<file path="config.mk">
export PLATFORM = sky130hd
export DESIGN_NAME = owr_ctrl
export DESIGN_NICKNAME = d
export VERILOG_FILES = /design/src/rtl/owr_pkg.sv /design/src/rtl/owr_ctrl.sv
export SDC_FILE = /design/constraint.sdc
export NUM_CORES = 1
export LEC_CHECK = 0
export ABC_AREA = 1
export BUFFER_PORTS_ARGS = -buffer_cell sky130_fd_sc_hd__buf_2
export CORE_AREA = 2 2 39 41
export CTS_BUF_LIST = sky130_fd_sc_hd__clkbuf_8 sky130_fd_sc_hd__clkbuf_16
export DETAILED_ROUTE_END_ITERATION = 10
export DIE_AREA = 0 0 41 43
export GPL_TIMING_DRIVEN = 0
export PLACE_DENSITY_LB_ADDON = 0.08
export SYNTH_ARGS = -nofsm -noshare
export SYNTH_HDL_FRONTEND = slang
export SYNTH_SLANG_ARGS = --single-unit
</file>
<file path="constraint.sdc">
create_clock -name clk -period 2.3 [get_ports clk]
set_input_delay 0.115 -clock clk [delete_from_list [all_inputs] [get_ports clk]]
set_output_delay 0.115 -clock clk [all_outputs]
set_load 0.05 [all_outputs]
</file>
<file path="src/rtl/owr_pkg.sv">
package owr_pkg;

    typedef struct packed {
        logic accept_wr;
        logic commit_look;
        logic commit_wr;
        logic rd_len;
        logic rd_issue;
        logic emit_nd;
    } owr_cmd_t;

    typedef struct packed {
        logic empty;
        logic len_zero;
        logic idx_last;
    } owr_status_t;

endpackage

</file>
<file path="src/rtl/owr_ctrl.sv">
module owr_ctrl
(
    input  logic                 clk,
    input  logic                 rst_n,
    input  logic                 start,
    input  logic                 action,
    input  logic                 end_of_message,
    input  owr_pkg::owr_status_t status,
    output owr_pkg::owr_cmd_t    cmd,
    output logic                 busy
);

    typedef enum logic [5:0] {
        ST_IDLE      = 6'b000001,
        ST_CMT_LOOK  = 6'b000010,
        ST_CMT_WR    = 6'b000100,
        ST_RD_LOOK   = 6'b001000,
        ST_RD_LEN    = 6'b010000,
        ST_RD_STREAM = 6'b100000
    } state_t;

    state_t state_reg;
    state_t state_next;

    always_ff @(posedge clk or negedge rst_n)
    begin
        if (!rst_n)
        begin
            state_reg <= ST_IDLE;
        end
        else
        begin
            state_reg <= state_next;
        end
    end

    always_comb
    begin
        state_next = state_reg;
        cmd        = '0;
        busy       = 1'b1;
        case (state_reg)
            ST_IDLE:
            begin
                busy = 1'b0;
                if (start)
                begin
                    if (!action)
                    begin
                        cmd.accept_wr = 1'b1;
                        if (end_of_message)
                        begin
                            state_next = ST_CMT_LOOK;
                        end
                    end
                    else if (status.empty)
                    begin
                        cmd.emit_nd = 1'b1;
                    end
                    else
                    begin
                        state_next = ST_RD_LOOK;
                    end
                end
            end
            ST_CMT_LOOK:
            begin
                cmd.commit_look = 1'b1;
                state_next      = ST_CMT_WR;
            end
            ST_CMT_WR:
            begin
                cmd.commit_wr = 1'b1;
                state_next    = ST_IDLE;
            end
            ST_RD_LOOK:
            begin
                state_next = ST_RD_LEN;
            end
            ST_RD_LEN:
            begin
                cmd.rd_len = 1'b1;
                state_next = status.len_zero ? ST_IDLE : ST_RD_STREAM;
            end
            ST_RD_STREAM:
            begin
                cmd.rd_issue = 1'b1;
                if (status.idx_last)
                begin
                    state_next = ST_IDLE;
                end
            end
            default:
            begin
                state_next = ST_IDLE;
            end
        endcase
    end

endmodule

</file>
## Yosys cells after proc, flatten, opt, wreduce, memory -nomap -nowiden

Index checks and enable logic that the tools add are counted.

| cells by class | value |
|---|---|
| mux-type cells | 19 |
| reduce and logical (&&, ||, !) cells | 1 |
| equal/unequal tests | 10 |

Operators by type and width:

| kind | count |
|---|---|
| $mux W6 | 6 |
| $pmux W6 S5 | 1 |
| $mux W1 | 12 |
| $eq A6 B1 Y1 const B | 1 |
| $eq A6 B2 Y1 const B | 1 |
| $eq A6 B3 Y1 const B | 1 |
| $eq A6 B4 Y1 const B | 1 |
| $eq A6 B5 Y1 const B | 1 |
| $eq A6 B6 Y1 const B | 1 |
| $ne A3 B3 Y1 const B | 2 |
| $ne A2 B2 Y1 const B | 2 |
| $reduce_and A4 Y1 | 1 |

| storage, ports and cells | value |
|---|---|
| bits of input ports | 8 |
| flip-flop bits (word level) | 6 |
| output and inout port bits | 7 |

## Logic depth before layout (Yosys ltp)

| depth | value |
|---|---|
| depth in word-level cells | 4 |
| gate-level depth with buffers | 7 |
| gate-level depth less buffers | 7 |

## Worst setup path after synthesis

Ideal clock, no wire load.

| timing path | value |
|---|---|
| kind | register to output |
| from | register state_reg[0] |
| to | output port cmd[0] in the netlist's numbering |
| path slack | 0.235 ns |
| stages on the path, launching flop included | 5 |
| buffers on the path | 0 |
| arrival | 1.950 ns |
| required time | 2.185 ns |
| cell sequence | dfstp_2 -> nand2_1 -> nor2_4 -> inv_2 -> nor3_1 |

RTL lines:

| element | line | source |
|---|---|---|
| start, declared | owr_ctrl.sv:22 | `state_t state_reg;` |
| start signal, assigned | owr_ctrl.sv:33 | `state_reg <= state_next;` |
| end, declared | owr_ctrl.sv:9 | `output owr_pkg::owr_cmd_t cmd,` |

==> results.md <==
Worst setup path:
- The setup check on the worst reg-to-reg path leaves a slack of 1.14 ns.
- The cell repeated most along the worst path is nor2_4.
- The cell count of the worst reg-to-reg path is 5.
- For the worst setup path, the data arrival time is 1.48 ns.
- The most critical setup path has its startpoint at state_reg[3].
- The setup path with the least slack is of type register to primary output.
- The critical path's slowest cell is dfrtp_1.
- The endpoint of the worst-slack reg-to-reg timing path is state_reg[0].
- The kind of capture point of the worst setup path is a primary output.
- The signal on the critical path passes through nor2_4, nand2_2, nor2_4, inv_2, nor3_1, buf_2.
- The largest fanout on the critical path is 5.
- The source of the worst register-to-register timing path is state_reg[1].
- The data required time of the worst path is 2.18 ns.
- For this run, the slowest stage of the critical path takes 0.41 ns.
- The kind of launch point of the worst setup path is a register.

Power:
- The worst-case vdd ir drop is 600 µV.
- The net load switching power is 343 µW.
- The clock group share of total power is 0.223.
- The fraction of power consumed by combinational cells is 0.534.
- The switching part of the total power is 0.484.
- The internal portion of the total power is 366 µW.
- The part of the power in registers is 0.243.
- The areal power density over the cells is 1340 mW/mm².
- The analysis attributes to cell leakage a power of 0.000333 µW.

STA:
- The number of slew-limit violations in the final report is 0.
- The final setup violation count is 0.
- Setup repair after global routing left no endpoint under its margin.
- In this run the tightest slew margin relative to its limit is 0.835.
- The final period utilization is 0.694.
- The accumulated negative setup slack is 0 ns.
- Between clock sinks in the finished design, the worst skew comes to 0.00300 ns.
- Static timing analysis puts the maximum clock frequency at 627 MHz.
- The smallest clock period supported by the final layout is computed as 1.60 ns.
- The worst hold slack is 0.105 ns.
- The slew of the pin with the lowest slew margin is 0.250 ns.
- The final hold violation count is 0.

Detailed routing:
- The final wirelength is 791 µm.
- The number of nets with antenna violations after detailed routing is 0.
- After the first detailed-routing iteration, the DRC count stood at 12.
- The number of iterations in the first detailed-routing pass is 4.
- The DRC violation count after routing is 0.
- The routed via count is 381.
- In the final routed layout, each cell accounts on average for 8.79 µm.
- The ratio of routed vias to standard cells is 4.23.

Clock network:
- Counting the buffers created by CTS gives 3.
- TritonCTS built the clock tree.
- In this run the deepest clock path goes through 2 buffers.
- Buffers added to address setup during post-CTS repair amount to 0.
- Clock latency on the worst-skew pair, taken at its later pin, is 0.22 ns.
- The count of clock tree sinks is 6.
- CTS built an H-tree with a depth of 1.
- The cell sitting at the root of the clock tree is a clkbuf_8.
- After clock tree synthesis, the clock-pin slew on the worst setup and hold paths is 0.04 ns.

Yosys:
- The post-synth net total is 63.
- The synthesized netlist cell count is 55.
- The number of different library cells used by synthesis comes to 16.
- The register area share after synthesis is 0.393.
- The number of synthesized register bits is 6.
- After synthesis, the mean cell area works out to 7.01 µm².
- The synthesized area is 385 µm².
- The yosys synthesis warning count is 0.

Cells and area:
- The post-layout instance area is 531 µm².
- Leaving out fill and tap cells, the most frequent cell in the layout is buf_2.
- Once layout is complete, the utilization of the core stands at 0.383.
- The number of antenna diodes in the final layout is 0.
- Relative to the synthesized area, the layout overhead comes to 37.7%.
- The count of placed standard cells in the final layout, fillers left out is 90.
- The share of layout cells above drive strength 1 is 0.351.
- The register with the most flip-flops in the layout has 6 of them.
- At the end of the flow, the number of nets in the layout was 83.
- Leaving out fill and tap cells, the most frequent cells in the layout are 14 x buf_2, 13 x inv_1, 8 x nor2_1.

Floorplanning:
- The full die area is 0.00176 mm².
- The initial utilization of the core area, before any placement, comes to 0.278.
- The core box area is 0.00138 mm².
- 15 I/O pins were placed.
- The die is 41 µm wide.
- The height of the die is 43 µm.
- The cell row count is 14.

Hold path:
- The startpoint identified for the worst hold timing path is status[1].
- The worst hold path depth is 2.
- For hold timing, the worst endpoint is state_reg[5].
- In this run the worst hold path is classified as input port to register.

Place:
- The placed instances occupy a cell area of 475 µm².
- The congestion estimate from routability-driven global placement came to 0.693.
- The count of input and output buffers is 14.
- The post-detailed-placement half-perimeter wirelength is 650 µm.
- After detailed placement, the design holds a cell count of 85.

Global route:
- The global-route total usage across every layer is 0.113.
- The via count of the first global-routing pass is 327.
- For this run the aggregate overflow at the end of global routing stands at 0.
- The number of antenna violations at the first check in global routing is 0.
- The largest net degree at the start of global routing is 7.
- The wire length of the first global-routing pass is 1.27 mm.

Job:
- Max-cap violations in this run came to 0.

Outcome:
- The run finished with clean final reports.
==> cell usage after synthesis <==
cell	instances	area, µm²
nand2_2	1	6.26
dfrtp_1	5	125
and3_2	1	7.51
dfstp_2	1	26.3
o21ai_0	1	5.00
nand3_1	5	25.0
buf_4	1	7.51
nor2_2	2	12.5
inv_1	12	45.0
nand2_1	7	26.3
a21oi_1	1	5.00
nor2_1	8	30.0
nor2_4	2	22.5
nand4_1	2	12.5
nor3_1	5	25.0
inv_2	1	3.75
==> worst max-delay path by stage <==
stage / to / slack, ns / cells after the start
finish: cmd[0] / 0.70 / 6
global route: cmd[0] / 0.59 / 6
CTS: cmd[0] / 0.69 / 6
detailed placement: cmd[0] / 0.94 / 6
global placement: cmd[0] / 0.94 / 6
floorplan: cmd[0] / 0.23 / 4
==> kinds of logic after synthesis <==
family	count (synthesis)	synth area share
flip-flops	6	0.393
buffers and inverters	14	0.146
AND/OR/NAND/NOR	33	0.435
AO/OA/AOI/OAI	2	0.0259
==> routing by layer <==
layer,share of wire,GRT usage,up-vias
li1,-,-,208
met1,0.45,0.130,160
met2,0.48,0.159,13
met3,0.066,0.0471,0
met4,0,0.0800,0
met5,0,0,-
==> repair_timing <==
item                                    4_1_cts  5_1_grt
hold buffers                                  1        0
resized for setup                             0        0
endpoints found under the setup margin        0        0
endpoints found under the hold margin         6        0
==> power by group through the flow <==
stage	Clock (µW)	Combinational [µW]	Sequential, µW
finish	158	379	172
global route	177	414	174
CTS	167	381	172
detailed placement	0	378	174
global placement	0	382	173
floorplan	0	308	168
==> area by class of cell <==
cell class / instances / area (µm²)
clock inverters: 1 / 3.75
plain buffers: 1 / 7.51
well taps: 16 / 20.0
flip-flops and latches: 6 / 151
fillers: 158 / 853
multi-input cells: 35 / 178
repair buffers: 15 / 80.1
clock buffers: 3 / 41.3
inverters: 13 / 48.8
==> critical path, delay by kind of cell, from the launching register on <==
family	cells	cell delay (ns)
buffers and inverters	2	0.34
and+or+nand+nor	4	0.50
DFF	1	0.41
==> metrics by stage <==
step | total power (µW) | worst slack [ns]
after floorplan | 477 | 0.235
after global placement | 555 | 0.943
after detailed placement | 552 | 0.941
final | 709 | 0.705
after CTS | 721 | 0.690
after global routing | 765 | 0.585
No activity file was read; power rests on OpenSTA's default activity.
